**src/hdl/sds_pkg.sv**
```systemverilog
package sds_pkg;

  // Field widths that the interface fixes.
  localparam int CYL_W      = 16;
  localparam int DISK_W     = 17;
  localparam int SEEK_W     = 22;
  localparam int CFG_IDX_W  = 2;
  localparam int CFG_DATA_W = 17;

  // Configuration register indexes.
  localparam logic [CFG_IDX_W-1:0] CFG_HEAD_POSITION     = 2'd0;
  localparam logic [CFG_IDX_W-1:0] CFG_DISK_CYLINDERS    = 2'd1;
  localparam logic [CFG_IDX_W-1:0] CFG_SWEEP_TOWARD_HIGH = 2'd2;

  // Reset values of the configuration registers.
  localparam logic [CYL_W-1:0]  HEAD_POSITION_RST  = 16'd0;
  localparam logic [DISK_W-1:0] DISK_CYLINDERS_RST = 17'd65536;

  // One request word.
  typedef struct packed {
    logic [CYL_W-1:0] request_cylinder;
    logic             last_request;
  } req_word_t;

  // One service word.
  typedef struct packed {
    logic [CYL_W-1:0]  service_cylinder;
    logic [CYL_W-1:0]  move_distance;
    logic [SEEK_W-1:0] total_seek;
    logic              last_in_run;
  } svc_word_t;

endpackage

```
**src/hdl/scan_disk_scheduler.sv**
```systemverilog
// SCAN (elevator) disk scheduler.
//
// Request words arrive on the in_ channel (valid/stall), one cylinder each,
// and are kept sorted in a small RAM by an insertion walk. A word with
// last_request set closes the batch: the batch is split at head_position and
// the service order goes out on the out_ channel, one word per visited
// cylinder with the move distance and the running seek total; last_in_run
// marks the final word. N requests give N + 1 words, the extra one being the
// end of the sweep.
// The single RAM read port allows one read and one compare per entry that a
// request moves past in the insertion walk. A marked word then searches for
// the split point. A low-side word is read and emitted, a high-side word is
// read, compared with the top cylinder and emitted, and the end of the sweep
// is emitted directly. Requests wait while a word is sorted or a batch is
// emitted. A stall on out_ holds the output register and pauses the
// sequence; the final word may wait there while the next batch loads. Reset
// clears the request count and restores the configuration defaults; the RAM
// needs no clearing pass. The user must write configuration only between
// batches; the block itself does not enforce this.
module scan_disk_scheduler #(
  parameter int MAX_REQUESTS = 32
) (
  input  logic                               clk,
  input  logic                               rst_n,
  input  logic                               in_valid,
  output logic                               in_stall,
  input  sds_pkg::req_word_t                 in_data,
  output logic                               out_valid,
  input  logic                               out_stall,
  output sds_pkg::svc_word_t                 out_data,
  input  logic                               cfg_we,
  input  logic [sds_pkg::CFG_IDX_W-1:0]      cfg_index,
  input  logic [sds_pkg::CFG_DATA_W-1:0]     cfg_wdata
);

  localparam int CYL_W  = sds_pkg::CYL_W;
  localparam int SEEK_W = sds_pkg::SEEK_W;
  localparam int ADDR_W = (MAX_REQUESTS > 1) ? $clog2(MAX_REQUESTS) : 1;
  localparam int CNT_W  = $clog2(MAX_REQUESTS + 1);

  // Sequencer states.
  localparam logic [3:0] S_IDLE      = 4'd0;
  localparam logic [3:0] S_INS       = 4'd1;
  localparam logic [3:0] S_INS_CMP   = 4'd2;
  localparam logic [3:0] S_SPLIT_RD  = 4'd3;
  localparam logic [3:0] S_SPLIT_CMP = 4'd4;
  localparam logic [3:0] S_LO_RD     = 4'd5;
  localparam logic [3:0] S_LO_EM     = 4'd6;
  localparam logic [3:0] S_HI_RD     = 4'd7;
  localparam logic [3:0] S_HI_CMP    = 4'd8;
  localparam logic [3:0] S_HI_EM     = 4'd9;
  localparam logic [3:0] S_END       = 4'd10;

  // Configuration registers.
  logic [CYL_W-1:0]           head_pos_r;
  logic [sds_pkg::DISK_W-1:0] disk_cyl_r;
  logic                       toward_high_r;

  // Sequencer and datapath registers.
  logic [3:0]        state_r, state_nxt;
  logic [CNT_W-1:0]  count_r, count_nxt;
  logic [CNT_W-1:0]  pos_r, pos_nxt;
  logic [CNT_W-1:0]  k_r, k_nxt;
  logic [CNT_W-1:0]  i_r, i_nxt;
  logic [CNT_W-1:0]  e_r, e_nxt;
  logic              placed_r, placed_nxt;
  logic [CYL_W-1:0]  req_r, req_nxt;
  logic              mark_r, mark_nxt;
  logic [CYL_W-1:0]  cur_r, cur_nxt;
  logic [SEEK_W-1:0] total_r, total_nxt;
  logic              out_valid_r, out_valid_nxt;
  sds_pkg::svc_word_t out_r, out_nxt;

  // RAM port signals.
  logic              ram_we;
  logic [ADDR_W-1:0] ram_wr_addr;
  logic [CYL_W-1:0]  ram_wr_data;
  logic              ram_re;
  logic [ADDR_W-1:0] ram_rd_addr;
  logic [CYL_W-1:0]  ram_rd_data;

  // Shared subtract unit and its operands.
  logic [CYL_W-1:0]  alu_a, alu_b;
  logic [CYL_W:0]    alu_diff;
  logic              alu_borrow;
  logic [CYL_W-1:0]  move_dist;
  logic [CYL_W-1:0]  top_cyl;
  logic [CYL_W-1:0]  end_cyl;
  logic [CYL_W-1:0]  emit_cyl;
  logic              emit_state;
  logic              out_free;
  logic              emit_last;
  logic [CNT_W-1:0]  pos_m1, i_m1;

  sds_ram #(
    .WIDTH (CYL_W),
    .DEPTH (MAX_REQUESTS)
  ) u_store (
    .clk     (clk),
    .wr_en   (ram_we),
    .wr_addr (ram_wr_addr),
    .wr_data (ram_wr_data),
    .rd_en   (ram_re),
    .rd_addr (ram_rd_addr),
    .rd_data (ram_rd_data)
  );

  // Top cylinder with the disk size clamped to 1..65536.
  always_comb begin
    if (disk_cyl_r == '0) begin
      top_cyl = '0;
    end else if (disk_cyl_r[sds_pkg::DISK_W-1]) begin
      top_cyl = '1;
    end else begin
      top_cyl = disk_cyl_r[CYL_W-1:0] - 1'b1;
    end
  end

  assign end_cyl    = toward_high_r ? top_cyl : '0;
  assign emit_state = (state_r == S_LO_EM) || (state_r == S_HI_EM) || (state_r == S_END);
  assign emit_cyl   = (state_r == S_END) ? end_cyl : ram_rd_data;
  assign out_free   = !out_valid_r || !out_stall;
  assign emit_last  = (e_r == count_r);
  assign pos_m1     = pos_r - 1'b1;
  assign i_m1       = i_r - 1'b1;

  // Operand select for the shared subtractor.
  always_comb begin
    case (state_r)
      S_INS_CMP: begin
        alu_a = req_r;
        alu_b = ram_rd_data;
      end
      S_SPLIT_CMP: begin
        alu_a = ram_rd_data;
        alu_b = head_pos_r;
      end
      S_HI_CMP: begin
        alu_a = top_cyl;
        alu_b = ram_rd_data;
      end
      default: begin
        alu_a = emit_cyl;
        alu_b = cur_r;
      end
    endcase
  end

  // A borrow means a is below b; the magnitude gives the move distance.
  assign alu_diff   = {1'b0, alu_a} - {1'b0, alu_b};
  assign alu_borrow = alu_diff[CYL_W];
  assign move_dist  = alu_borrow ? (~alu_diff[CYL_W-1:0] + 1'b1) : alu_diff[CYL_W-1:0];

  assign in_stall  = (state_r != S_IDLE);
  assign out_valid = out_valid_r;
  assign out_data  = out_r;

  // Sequencer: insertion walk, split search and emission.
  always_comb begin
    state_nxt     = state_r;
    count_nxt     = count_r;
    pos_nxt       = pos_r;
    k_nxt         = k_r;
    i_nxt         = i_r;
    e_nxt         = e_r;
    placed_nxt    = placed_r;
    req_nxt       = req_r;
    mark_nxt      = mark_r;
    cur_nxt       = cur_r;
    total_nxt     = total_r;
    out_valid_nxt = out_valid_r && out_stall;
    out_nxt       = out_r;
    ram_we        = 1'b0;
    ram_wr_addr   = pos_r[ADDR_W-1:0];
    ram_wr_data   = req_r;
    ram_re        = 1'b0;
    ram_rd_addr   = pos_m1[ADDR_W-1:0];

    case (state_r)
      S_IDLE: begin
        if (in_valid) begin
          req_nxt  = in_data.request_cylinder;
          mark_nxt = in_data.last_request;
          pos_nxt  = count_r;
          k_nxt    = '0;
          if (count_r != CNT_W'(MAX_REQUESTS)) begin
            state_nxt = S_INS;
          end else if (in_data.last_request) begin
            state_nxt = S_SPLIT_RD;
          end
        end
      end
      S_INS: begin
        if (pos_r == '0) begin
          ram_we    = 1'b1;
          count_nxt = count_r + 1'b1;
          state_nxt = mark_r ? S_SPLIT_RD : S_IDLE;
        end else begin
          ram_re    = 1'b1;
          state_nxt = S_INS_CMP;
        end
      end
      S_INS_CMP: begin
        ram_we = 1'b1;
        if (alu_borrow) begin
          // Stored entry is larger: move it up one place and keep walking.
          ram_wr_data = ram_rd_data;
          pos_nxt     = pos_m1;
          state_nxt   = S_INS;
        end else begin
          count_nxt = count_r + 1'b1;
          state_nxt = mark_r ? S_SPLIT_RD : S_IDLE;
        end
      end
      S_SPLIT_RD: begin
        ram_rd_addr = k_r[ADDR_W-1:0];
        if (k_r == count_r) begin
          state_nxt = toward_high_r ? S_HI_RD : S_LO_RD;
        end else begin
          ram_re    = 1'b1;
          state_nxt = S_SPLIT_CMP;
        end
        i_nxt      = k_r;
        e_nxt      = '0;
        placed_nxt = 1'b0;
        cur_nxt    = head_pos_r;
        total_nxt  = '0;
      end
      S_SPLIT_CMP: begin
        if (alu_borrow) begin
          k_nxt     = k_r + 1'b1;
          state_nxt = S_SPLIT_RD;
        end else begin
          i_nxt     = k_r;
          state_nxt = toward_high_r ? S_HI_RD : S_LO_RD;
        end
      end
      S_LO_RD: begin
        ram_rd_addr = i_m1[ADDR_W-1:0];
        if (i_r == '0) begin
          state_nxt = S_END;
        end else begin
          ram_re    = 1'b1;
          state_nxt = S_LO_EM;
        end
      end
      S_HI_RD: begin
        ram_rd_addr = i_r[ADDR_W-1:0];
        if (i_r == count_r) begin
          if (toward_high_r && !placed_r) begin
            state_nxt = S_END;
          end else if (toward_high_r) begin
            i_nxt     = k_r;
            state_nxt = S_LO_RD;
          end else begin
            state_nxt = S_IDLE;
          end
        end else begin
          ram_re    = 1'b1;
          state_nxt = S_HI_CMP;
        end
      end
      S_HI_CMP: begin
        // The top cylinder goes in before the first request above it.
        if (toward_high_r && !placed_r && alu_borrow) begin
          state_nxt = S_END;
        end else begin
          state_nxt = S_HI_EM;
        end
      end
      default: begin
        state_nxt = S_IDLE;
      end
    endcase

    // Emission: load the output register once it is free.
    if (emit_state) begin
      if (out_free) begin
        out_valid_nxt            = 1'b1;
        out_nxt.service_cylinder = emit_cyl;
        out_nxt.move_distance    = move_dist;
        out_nxt.total_seek       = total_r + SEEK_W'(move_dist);
        out_nxt.last_in_run      = emit_last;
        total_nxt                = total_r + SEEK_W'(move_dist);
        cur_nxt                  = emit_cyl;
        e_nxt                    = e_r + 1'b1;
        if (emit_last) begin
          count_nxt = '0;
          state_nxt = S_IDLE;
        end else if (state_r == S_LO_EM) begin
          i_nxt     = i_m1;
          state_nxt = S_LO_RD;
        end else if (state_r == S_HI_EM) begin
          i_nxt     = i_r + 1'b1;
          state_nxt = S_HI_RD;
        end else if (!toward_high_r) begin
          i_nxt     = k_r;
          state_nxt = S_HI_RD;
        end else begin
          placed_nxt = 1'b1;
          if (i_r == count_r) begin
            i_nxt     = k_r;
            state_nxt = S_LO_RD;
          end else begin
            state_nxt = S_HI_EM;
          end
        end
      end else begin
        state_nxt = state_r;
      end
    end
  end

  // Control registers.
  always_ff @(posedge clk) begin
    if (!rst_n) begin
      state_r       <= S_IDLE;
      count_r       <= '0;
      out_valid_r   <= 1'b0;
      cur_r         <= '0;
      total_r       <= '0;
      head_pos_r    <= sds_pkg::HEAD_POSITION_RST;
      disk_cyl_r    <= sds_pkg::DISK_CYLINDERS_RST;
      toward_high_r <= 1'b0;
    end else begin
      state_r     <= state_nxt;
      count_r     <= count_nxt;
      out_valid_r <= out_valid_nxt;
      cur_r       <= cur_nxt;
      total_r     <= total_nxt;
      if (cfg_we) begin
        case (cfg_index)
          sds_pkg::CFG_HEAD_POSITION:     head_pos_r    <= cfg_wdata[CYL_W-1:0];
          sds_pkg::CFG_DISK_CYLINDERS:    disk_cyl_r    <= cfg_wdata;
          sds_pkg::CFG_SWEEP_TOWARD_HIGH: toward_high_r <= cfg_wdata[0];
          default: ;
        endcase
      end
    end
  end

  // Payload and walk registers.
  always_ff @(posedge clk) begin
    pos_r    <= pos_nxt;
    k_r      <= k_nxt;
    i_r      <= i_nxt;
    e_r      <= e_nxt;
    placed_r <= placed_nxt;
    req_r    <= req_nxt;
    mark_r   <= mark_nxt;
    out_r    <= out_nxt;
  end

endmodule

```
**src/hdl/sds_ram.sv**
```systemverilog
module sds_ram #(
  parameter int WIDTH = 16,
  parameter int DEPTH = 32,
  localparam int AW = (DEPTH > 1) ? $clog2(DEPTH) : 1
) (
  input  logic             clk,
  input  logic             wr_en,
  input  logic [AW-1:0]    wr_addr,
  input  logic [WIDTH-1:0] wr_data,
  input  logic             rd_en,
  input  logic [AW-1:0]    rd_addr,
  output logic [WIDTH-1:0] rd_data
);

  logic [WIDTH-1:0] mem [DEPTH];

  // One write port and one registered read port; read data holds while idle.
  always_ff @(posedge clk) begin
    if (wr_en) begin
      mem[wr_addr] <= wr_data;
    end
    if (rd_en) begin
      rd_data <= mem[rd_addr];
    end
  end

endmodule

```
**config.mk**
```make
export PLATFORM = sky130hd
export DESIGN_NAME = scan_disk_scheduler
export DESIGN_NICKNAME = d
export VERILOG_FILES = /design/src/hdl/sds_pkg.sv /design/src/hdl/scan_disk_scheduler.sv /design/src/hdl/sds_ram.sv
export SDC_FILE = /design/constraint.sdc
export NUM_CORES = 1
export LEC_CHECK = 0
export BUFFER_PORTS_ARGS = -buffer_cell sky130_fd_sc_hd__buf_4
export CORE_MARGIN = 3
export CORE_UTILIZATION = 30
export DETAILED_ROUTE_END_ITERATION = 8
export PLACE_DENSITY = 0.47
export SYNTH_ARGS = -nofsm -noshare
export SYNTH_HDL_FRONTEND = slang
export SYNTH_SLANG_ARGS = --single-unit
export TNS_END_PERCENT = 50
```
**constraint.sdc**
```tcl
create_clock -name clk -period 5.84 [get_ports clk]
set_input_delay 1.168 -clock clk [delete_from_list [all_inputs] [get_ports clk]]
set_output_delay 1.168 -clock clk [all_outputs]
set_load 0.02 [all_outputs]
```
==> run metrics, run 1 <==
outcome=finished, violations left; failing checks=negative setup slack; Via Count=around 21000; CP required=approximately 6.4 ns; Layout fillers=~10000; drt total wl=about 93 mm; crit path launch type=flip-flop; Max Freq=about 0.16 GHz; WL/cell=about 22 um; crit path kind=reg -> reg; Tot GR Track Use=0.163; CTS tree=yes; Hold Crit Class=reg -> reg; unique cell type count in the Yosys netlist=82; Synth area leaders=edfxtp_1, mux2i_1, dfxtp_1; maximum clock path buffer count=3; Area Growth Syn to Fin=23.4%; TritonCTS Buffers=between 80 and 90; final number of setup-violating endpoints=24; largest net degree at the start of global routing=110; post-synth top area share=0.565; Seq cells post-synth=roughly 710; vias in the first global route=approximately 21000; ys async rst share=0; slowest stage cell, crit path=or4_4; Inserted Diodes=0; multi-input logic area=between 10000 and 15000 um2; pre-CTS setup slack=-0.649 ns; post-route ant nets=0; dpl hpwl=roughly 60 mm; CTS clock-pin slew for the worst setup and hold paths=around 0.060 ns; min Tclk post-route=6.42 ns; max-slew violations=0; commonest cells in the netlist=edfxtp_1, mux2i_1, nand2_1, a21oi_1, nor2_1; core footprint=between 100000 and 150000 um2; post-synth top area cell=edfxtp_1; FF/Latch Area=around 20000 um2; fraction of layout cells with a size suffix above 1=0.247; setup ws final=-0.577 ns; Worst slew margin=0.183; final setup skew=0.0333 ns; IO buf count=97; Worst Setup End Kind=flip-flop; post-synthesis sequential area ratio=0.624; Detailed Routing Iterations Pass 1=5; Hold Slack=approximately 0.48 ns; total grt overflow=0; setup TNS=-7.52 ns; Routability Congestion=0.895; DIE WIDTH=roughly 340 um; most common cell in the netlist=edfxtp_1; critical path buffer and inverter count=1; global-route wire length before repair=137 mm; DR iter-0 viols=1404; Tcrit/Tclk final=1.10; final hold violation count=0; die height=335 um; vias per cell=~5.0; max-cap viol count=0; Avg Cell Area, Syn=about 14 um2; non-filler instance count after layout=around 4200; # nets final=about 2900; DRC viols=0; dominant synthesized flop cell=edfxtp_1; cell row count=120; RSZ-0062 raised after global routing=yes; Worst-Skew Late Latency=about 0.67 ns; Gate Count Post-Synth=~2400; io pins=98; Die Footprint=between 100000 and 150000 um2; Starting Density=0.303; Root Buffer=clkbuf_16; Worst-Margin Slew=between 1 and 1.5 ns; Synth warnings=0; synthesized area=roughly 33000 um2; TritonCTS Sinks=708; Max Fanout on Critical Path=5; Post-synth EDFFs=between 600 and 700; H-tree Lvls=3; Post-Syn Nets=about 2500; delay-heaviest family, CP=simple AND/OR/NAND/NOR gates; Inst Count DP=between 4000 and 5000; initial antenna violation count=5; Arr. time, crit path=around 7 ns; slowest stage delay, CP=0.55 ns
## stage by stage
stage / cell area [um2] / utilization
global placement: 36600 / 0.341
finish: 40100 / 0.374
floorplan: 32600 / -
global route: 40100 / 0.374
CTS: 40000 / 0.372
detailed placement: 36600 / 0.341
## layer usage
| layer | up-vias | part of all wire | GRT usage |
|---|---|---|---|
| met5 | - | 0.00029 | 0 |
| met4 | 4 | 0.030 | 0.0516 |
| met3 | 167 | 0.039 | 0.0244 |
| met2 | 482 | 0.48 | 0.279 |
| met1 | 10582 | 0.45 | 0.211 |
| li1 | 9846 | - | - |
## worst paths after layout
kind	from	end	slack, ns	cells past startpoint
max	disk_cyl_r[6]	total_r[20]	-0.58	27
min	total_r[15]	total_r[15]	0.48	2
max reg2reg	disk_cyl_r[6]	total_r[20]	-0.58	27
min reg2reg	total_r[15]	total_r[15]	0.48	2
## final cells by class
cell class              count  share of cell area
flip-flops and latches    708               0.506
inverters                  41             0.00387
well taps                1403              0.0437
clock buffers             105              0.0551
clock inverters            43             0.00973
multi-input cells        1520               0.301
repair buffers            411              0.0808
## worst min-delay path: stages (launching register included)
cell,delay [ns]
dfxtp_1,0.31
nand3_1,0.06
a21oi_1,0.06
## cell families (layout without fill, tap and decap cells)
group,Yosys count,count (layout),share of synthesized area
mux,522,522,0.162
xor+xnor,84,84,0.0226
compound gates,388,388,0.0800
fa+ha+maj,49,49,0.0193
flops,708,708,0.624
buf+inv,177,600,0.0237
simple gates,477,477,0.0682
## layout by cell type (no fill, tap or decap), types with 12 or more instances in the layout
master     netlist  layout
clkbuf_16        0      84
nand3_1         48      46
a22oi_1         16      16
o221ai_1        25      21
edfxtp_1       612     612
xnor2_1         42      33
clkbuf_1        58      18
mux2i_1        488     488
ha_1            47      42
buf_4            5     395
xor2_1          42      38
nor3_1          20      18
a21oi_2         14      24
o21ai_0         56      48
inv_1           39      39
nand2_1        177     174
o211ai_1        15      15
a21oi_1        128     109
nor2b_1         14      12
clkinv_1         1      16
mux2_2          34      34
o21a_1          12      12
a22o_1          14      14
clkinv_2         0      15
nor2_1         126     120
dfxtp_1         96      95
nand4_1         12      12
## repair_timing
item,CTS,global route
setup endpoints to repair,29,30
pin swaps,31,16
buffers inserted,47,6
resized for setup,79,25
hold buffers,0,0
## flip-flops by register name (all words and copies together) (netlist names)
| signal | cells |
|---|---|
| count_r | 6 |
| state_r | 4 |
| out_data | 55 |
| k_r | 6 |
| disk_cyl_r | 17 |
| out_valid | 1 |
| u_store.rd_data | 16 |
| e_r | 6 |
| toward_high_r | 1 |
| req_r | 16 |
| head_pos_r | 16 |
| mark_r | 1 |
| total_r | 22 |
| cur_r | 16 |
| u_store.mem | 512 |
| pos_r | 6 |
| placed_r | 1 |
| i_r | 6 |
Power of run 1 is left out: the tool's default activity adds up to more than one toggle a clock period on the data nets, which glitch-free logic cannot reach.
==> run 2: changes to the inputs <==
--- a/config.mk
+++ b/config.mk
@@ -8,6 +8,7 @@
 export BUFFER_PORTS_ARGS = -buffer_cell sky130_fd_sc_hd__buf_4
 export CORE_MARGIN = 3
 export CORE_UTILIZATION = 30
+export CTS_BUF_LIST = sky130_fd_sc_hd__clkbuf_16
 export DETAILED_ROUTE_END_ITERATION = 8
 export PLACE_DENSITY = 0.47
 export SYNTH_ARGS = -nofsm -noshare
==> run 2 against run 1 <==
Compared with the run above: the run still ends with negative setup slack left; utilization hardly changed; setup slack better by 0.0035 ns; hold slack better by 0.00052 ns; clock skew barely moved; register-to-register slack about the same; final cell count stayed put; first-iteration DRC count is 1.0% higher; sequential share of layout area barely moved; critical path depth unchanged; non-clock buffer count unchanged; routed wire length barely moved; maximum frequency about the same; critical path type unchanged; highest routed layer unchanged.
==> run metrics, run 2 (synthesis results as in run 1) <==
Root Buffer=clkbuf_16 (unchanged); Starting Density=0.303 (unchanged); DRC viols=0 (unchanged); vias in the first global route=21428 (was 21426); Hold Crit Class=reg -> reg (unchanged); Via Count=21035 (was 21081); initial antenna violation count=5 (unchanged); CP required=6.42 ns (about the same); TritonCTS Buffers=83 (unchanged); DIE WIDTH=335 um (unchanged); Worst slew margin=0.170 (was 0.183); cell row count=120 (unchanged); setup TNS=-7.30 ns (was -7.52 ns); CTS tree=yes (unchanged); Layout fillers=10143 (was 10139); most frequent cells in the layout=edfxtp_1, mux2i_1, buf_4 (unchanged); drt total wl=92.9 mm (was 93.0 mm); global-route wire length before repair=137 mm (about the same); total grt overflow=0 (unchanged); slowest stage cell, crit path=or4_4 (unchanged); min Tclk post-route=6.41 ns (was 6.42 ns); outcome=finished, violations left (unchanged); Tot GR Track Use=0.163 (about the same); final setup skew=0.0330 ns (was 0.0333 ns); Worst-Skew Late Latency=0.67 ns (about the same); dpl hpwl=59.9 mm (unchanged); CTS clock-pin slew for the worst setup and hold paths=0.06 ns (about the same); launch point of the worst path=disk_cyl_r[6] (unchanged); Inserted Diodes=0 (unchanged); failing checks=negative setup slack (unchanged); min-delay src=total_r[15] (unchanged); TritonCTS Sinks=708 (unchanged); GRT met2 Usage=0.279 (about the same); Max Fanout on Critical Path=5 (unchanged); Worst Setup End Kind=flip-flop (unchanged); crit path launch type=flip-flop (unchanged); busiest grt layer=met2 (unchanged); post-route ant nets=0 (unchanged); Top reg by flops=u_store.mem (unchanged); Die Footprint=112000 um2 (unchanged); Detailed Routing Iterations Pass 1=6 (was 5); WL/cell=22.0 um (about the same); Max Freq=0.156 GHz (about the same); Arr. time, crit path=6.99 ns (was 7.00 ns); io pins=98 (unchanged); slowest stage delay, CP=0.55 ns (about the same); setup ws final=-0.574 ns (was -0.577 ns); most common cell after layout, fill and taps aside=edfxtp_1 (unchanged); Reg2Reg Launch Point=disk_cyl_r[6] (unchanged); Worst-Margin Slew=1.24 ns (was 1.22 ns); worst hold path stage count=2 (unchanged); IO buf count=97 (unchanged); DR iter-0 viols=1418 (was 1404); max-slew violations=0 (unchanged); H-tree Lvls=3 (unchanged); final hold violation count=0 (unchanged); reg2reg setup slack=-0.57 ns (was -0.58 ns); R2R Path End=total_r[20] (unchanged); RSZ-0062 raised after global routing=yes (unchanged); Routability Congestion=0.895 (unchanged); vias per cell=4.97 (was 4.98); maximum clock path buffer count=3 (unchanged); core footprint=107000 um2 (unchanged); largest net degree at the start of global routing=110 (unchanged); R2R depth=27 (unchanged); # nets final=2855 (unchanged); Hold EP=total_r[15] (unchanged); M3 GR Usage=0.0244 (unchanged); fraction of layout cells with a size suffix above 1=0.246 (was 0.247); Area Growth Syn to Fin=23.3% (was 23.4%); Tcrit/Tclk final=1.10 (about the same); max-cap viol count=0 (unchanged); max reg flops=512 (unchanged); crit path kind=reg -> reg (unchanged); final number of setup-violating endpoints=22 (was 24); met1 Use GR=0.211 (about the same); die height=335 um (unchanged)
## run 2: cell count changes in the layout (fill, tap and decap cells not counted)
| cell | previous run | this run |
|---|---|---|
| inv_1 | 39 | 57 |
| clkinv_1 | 16 | 19 |
| clkbuf_1 | 18 | 0 |
| clkbuf_8 | 3 | 0 |
## run 2: worst max-delay path by stage
stage	to	slack (ns)	depth (start not counted)
floorplan	total_r[20]	-0.38	26
global placement	total_r[20]	-0.57	26
detailed placement	total_r[20]	-0.65	26
CTS	total_r[20]	-0.52	26
global route	total_r[20]	-0.90	27
finish	total_r[20]	-0.57	27
## run 2: repair_timing
item                                    in CTS  in global routing
buffers inserted                            47                  6
endpoints found under the setup margin      29                 30
pin swaps                                   31                 16
hold buffers                                 0                  0
cloned                                       0                  0
hold endpoints to repair                     0                  0
gates resized for setup                     79                 25
## run 2: stage by stage
stage / instances / instance area, um2 / setup slack (ns) / utilization / hold WS, ns
after floorplan: 2405 / 32600 / -0.384 / - / 0.445
after global placement: 4030 / 36600 / -0.571 / 0.341 / 0.465
after detailed placement: 4030 / 36600 / -0.649 / 0.341 / 0.470
after CTS: 4225 / 39900 / -0.522 / 0.372 / 0.478
after global routing: 4231 / 40100 / -0.903 / 0.374 / 0.505
final: 4231 / 40100 / -0.574 / 0.374 / 0.477
## run 2: area by class of cell
| cell class | instances | area [um2] | share of cell area |
|---|---|---|---|
| multi-input combinational | 1520 | 12100 | 0.301 |
| sequential | 708 | 20300 | 0.506 |
| clock inverter | 64 | 469 | 0.0117 |
| inverter | 41 | 155 | 0.00387 |
| tap | 1403 | 1760 | 0.0438 |
| clock buffer | 84 | 2100 | 0.0524 |
| timing repair buffer | 411 | 3240 | 0.0809 |
## run 2: per-layer routing
metal  wire length (um)  vias to the layer above
li1                   -                     9850
met4               2680                        4
met5                 27                        -
met3               3460                      163
met2              45000                      458
met1              41700                    10560
## run 2: worst max-delay path, delay by kind of cell (launching register included)
| kind | cells | cell delay (ns) |
|---|---|---|
| fa+ha+maj | 2 | 0.54 |
| buf+inv | 1 | 0.17 |
| xor+xnor | 1 | 0.13 |
| flops | 1 | 0.31 |
| compound gates | 11 | 1.87 |
| simple gates | 12 | 3.31 |
Power of run 2 is left out for the same reason.
==> run 3: changes to the inputs <==
--- a/config.mk
+++ b/config.mk
@@ -5,6 +5,7 @@
 export SDC_FILE = /design/constraint.sdc
 export NUM_CORES = 1
 export LEC_CHECK = 0
+export ABC_AREA = 1
 export BUFFER_PORTS_ARGS = -buffer_cell sky130_fd_sc_hd__buf_4
 export CORE_MARGIN = 3
 export CORE_UTILIZATION = 30
==> run 3 against run 2 <==
Compared with the run above: non-clock buffer count is 218 lower; the run now ends clean; utilization is 2.3 points lower; via count is 21% higher; critical endpoint is now total_r[19]; critical path type unchanged; synthesized area up 5.0%; setup slack better by 1.1 ns.
==> run metrics, run 3 <==
crit path kind=reg -> reg (unchanged); largest net degree at the start of global routing=156 (was 110); H-tree Lvls=3 (unchanged); Max Freq=0.188 GHz (was 0.156 GHz); fraction of layout cells with a size suffix above 1=0.0987 (was 0.246); most frequent cells in the layout=nand2_1, edfxtp_1, nand3_1 (was edfxtp_1, mux2i_1, buf_4); TritonCTS Sinks=708 (unchanged); slowest stage cell, crit path=fa_1 (was or4_4); most common cell after layout, fill and taps aside=nand2_1 (was edfxtp_1); post-synth top area cell=edfxtp_1 (unchanged); largest family of logic cells by synthesized area=simple AND/OR/NAND/NOR gates (was multiplexers); Tcrit/Tclk final=0.913 (was 1.10); # nets final=3773 (was 2855); vias in the first global route=24046 (was 21428); Worst slew margin=0.201 (was 0.170); Starting Density=0.303 (about the same); Avg Cell Area, Syn=9.53 um2 (was 13.5 um2); delay-heaviest family, CP=simple AND/OR/NAND/NOR gates (unchanged); DR iter-0 viols=2194 (was 1418); Top reg by flops=u_store.mem (unchanged); busiest grt layer=met2 (unchanged); WL/cell=20.4 um (was 22.0 um); total grt overflow=0 (unchanged); Synth Area in Compound Gates=0.0573 (was 0.0800); ys async rst share=0 (unchanged); Die Footprint=118000 um2 (was 112000 um2); Routability Congestion=0.895 (about the same); max reg flops=512 (unchanged); Post-Syn Nets=3673 (was 2495); post-synthesis sequential area ratio=0.594 (was 0.624); final number of setup-violating endpoints=0 (was 22); met1 Use GR=0.257 (was 0.211); M3 GR Usage=0.0297 (was 0.0244); drt total wl=107 mm (was 92.9 mm); dominant synthesized flop cell=edfxtp_1 (unchanged); Worst-Skew Late Latency=0.67 ns (about the same); Detailed Routing Iterations Pass 1=5 (was 6); synthesized area=34200 um2 (was 32500 um2); Worst Setup End Kind=flip-flop (unchanged); dpl hpwl=64.9 mm (was 59.9 mm); maximum clock path buffer count=3 (unchanged); Post-Synth Adder-Cell Area=0.0184 (was 0.0193); global-route wire length before repair=159 mm (was 137 mm); die height=343 um (was 335 um); Post-synth EDFFs=612 (unchanged); Gate Count Post-Synth=3583 (was 2405); Worst-Margin Slew=1.19 ns (was 1.24 ns); slowest stage delay, CP=0.46 ns (was 0.55 ns); CTS tree=yes (unchanged); most frequent CP cell=nand2_1; Via Count=25539 (was 21035); Tot GR Track Use=0.179 (was 0.163); post-synthesis simple-gate area fraction=0.245 (was 0.0682); TritonCTS Buffers=85 (was 83); final hold violation count=0 (unchanged); Seq cells post-synth=708 (unchanged); IO buf count=97 (unchanged); Layout fillers=11430 (was 10143); unique cell type count in the Yosys netlist=53 (was 82); CTS clock-pin slew for the worst setup and hold paths=0.06 ns (about the same); most common cell in the netlist=nand2_1 (was edfxtp_1); Synth area leaders=edfxtp_1, nand2_1, nand3_1 (was edfxtp_1, mux2i_1, dfxtp_1); cell row count=123 (was 120); commonest cells in the netlist=nand2_1, edfxtp_1, nand3_1, inv_1, nand3b_1 (was edfxtp_1, mux2i_1, nand2_1, a21oi_1, nor2_1); post-route ant nets=0 (unchanged); DRC viols=0 (unchanged); critical path buffer and inverter count=8 (was 1); Max Fanout on Critical Path=23 (was 5); Root Buffer=clkbuf_16 (unchanged); setup TNS=0 ns (was -7.30 ns); core footprint=113000 um2 (was 107000 um2); io pins=98 (unchanged); Hold Crit Class=reg -> reg (unchanged); Arr. time, crit path=5.91 ns (was 6.99 ns); GRT met2 Usage=0.274 (was 0.279); vias per cell=4.86 (was 4.97); max-slew violations=0 (unchanged); DIE WIDTH=343 um (was 335 um); Post-CTS Setup Bufs=0 (was 47); Area Growth Syn to Fin=15.9% (was 23.3%); initial antenna violation count=2 (was 5); post-synth top area share=0.538 (was 0.565); final setup skew=0.0324 ns (was 0.0330 ns); RSZ-0062 raised after global routing=no (was yes); Post-Synth XOR/XNOR Area=0.0128 (was 0.0226); crit path launch type=flip-flop (unchanged); max-cap viol count=0 (unchanged); outcome=finished, final reports clean (was finished, violations left); mux cell area share after synthesis=0.000293 (was 0.162); Synth warnings=0 (unchanged); min Tclk post-route=5.33 ns (was 6.41 ns); CP required=6.42 ns (about the same)
==> run 3: cell families after synthesis <==
family	count (synthesis)
and+or+nand+nor	1821
buffers and inverters	606
DFF	708
adders and majority gates	49
muxes	1
xor gates and xnor gates	50
AOI/OAI and AO/OA	348
==> run 3: worst min-delay path, stage by stage (launching register included) <==
cell and delay [ns]:
dfxtp_1 0.32, nand2_1 0.06, a21oi_1 0.05
==> run 3: final cells by class <==
class                      instances  area (um2)  share of cell area
multi-input combinational       2269       11700               0.295
antenna                            2        5.00            0.000126
clock buffer                      85        2130              0.0537
inverter                         426        1600              0.0405
timing repair buffer             193        1530              0.0386
clock inverter                    67         467              0.0118
tap                             1500        1880              0.0474
sequential                       708       20300               0.513
==> run 3: metal layers <==
| layer | part of all wire | routed length, um | vias to the layer above |
|---|---|---|---|
| li1 | - | - | 12335 |
| met1 | 0.47 | 50200 | 12312 |
| met2 | 0.44 | 47000 | 732 |
| met3 | 0.061 | 6500 | 160 |
| met4 | 0.031 | 3330 | 0 |
| met5 | 0 | 0 | - |
==> run 3: repair_timing <==
item,4_1_cts,5_1_grt
endpoints found under the setup margin,0,24
gates resized for setup,0,25
hold buffers,0,0
==> run 3: worst paths after layout <==
kind | slack, ns | startpoint | end | cells past startpoint
hold / removal | 0.48 | total_r[4] | total_r[4] | 2
hold reg to reg | 0.48 | total_r[4] | total_r[4] | 2
setup reg to reg | 0.51 | state_r[2] | total_r[19] | 35
setup / recovery | 0.51 | state_r[2] | total_r[19] | 35
==> run 3: per-stage QoR <==
stage	cell area, um2	hold slack, ns	std cells	worst slack [ns]	util
3_3_place_gp	36900	0.455	5096	0.270	0.327
5_1_grt	39600	0.503	5248	0.00124	0.351
4_1_cts	39500	0.479	5248	0.255	0.350
3_5_place_dp	36900	0.468	5096	0.250	0.327
2_1_floorplan	34200	0.444	3583	0.836	-
6_report	39600	0.479	5250	0.510	0.351
Power of run 3 is left out for the same reason.
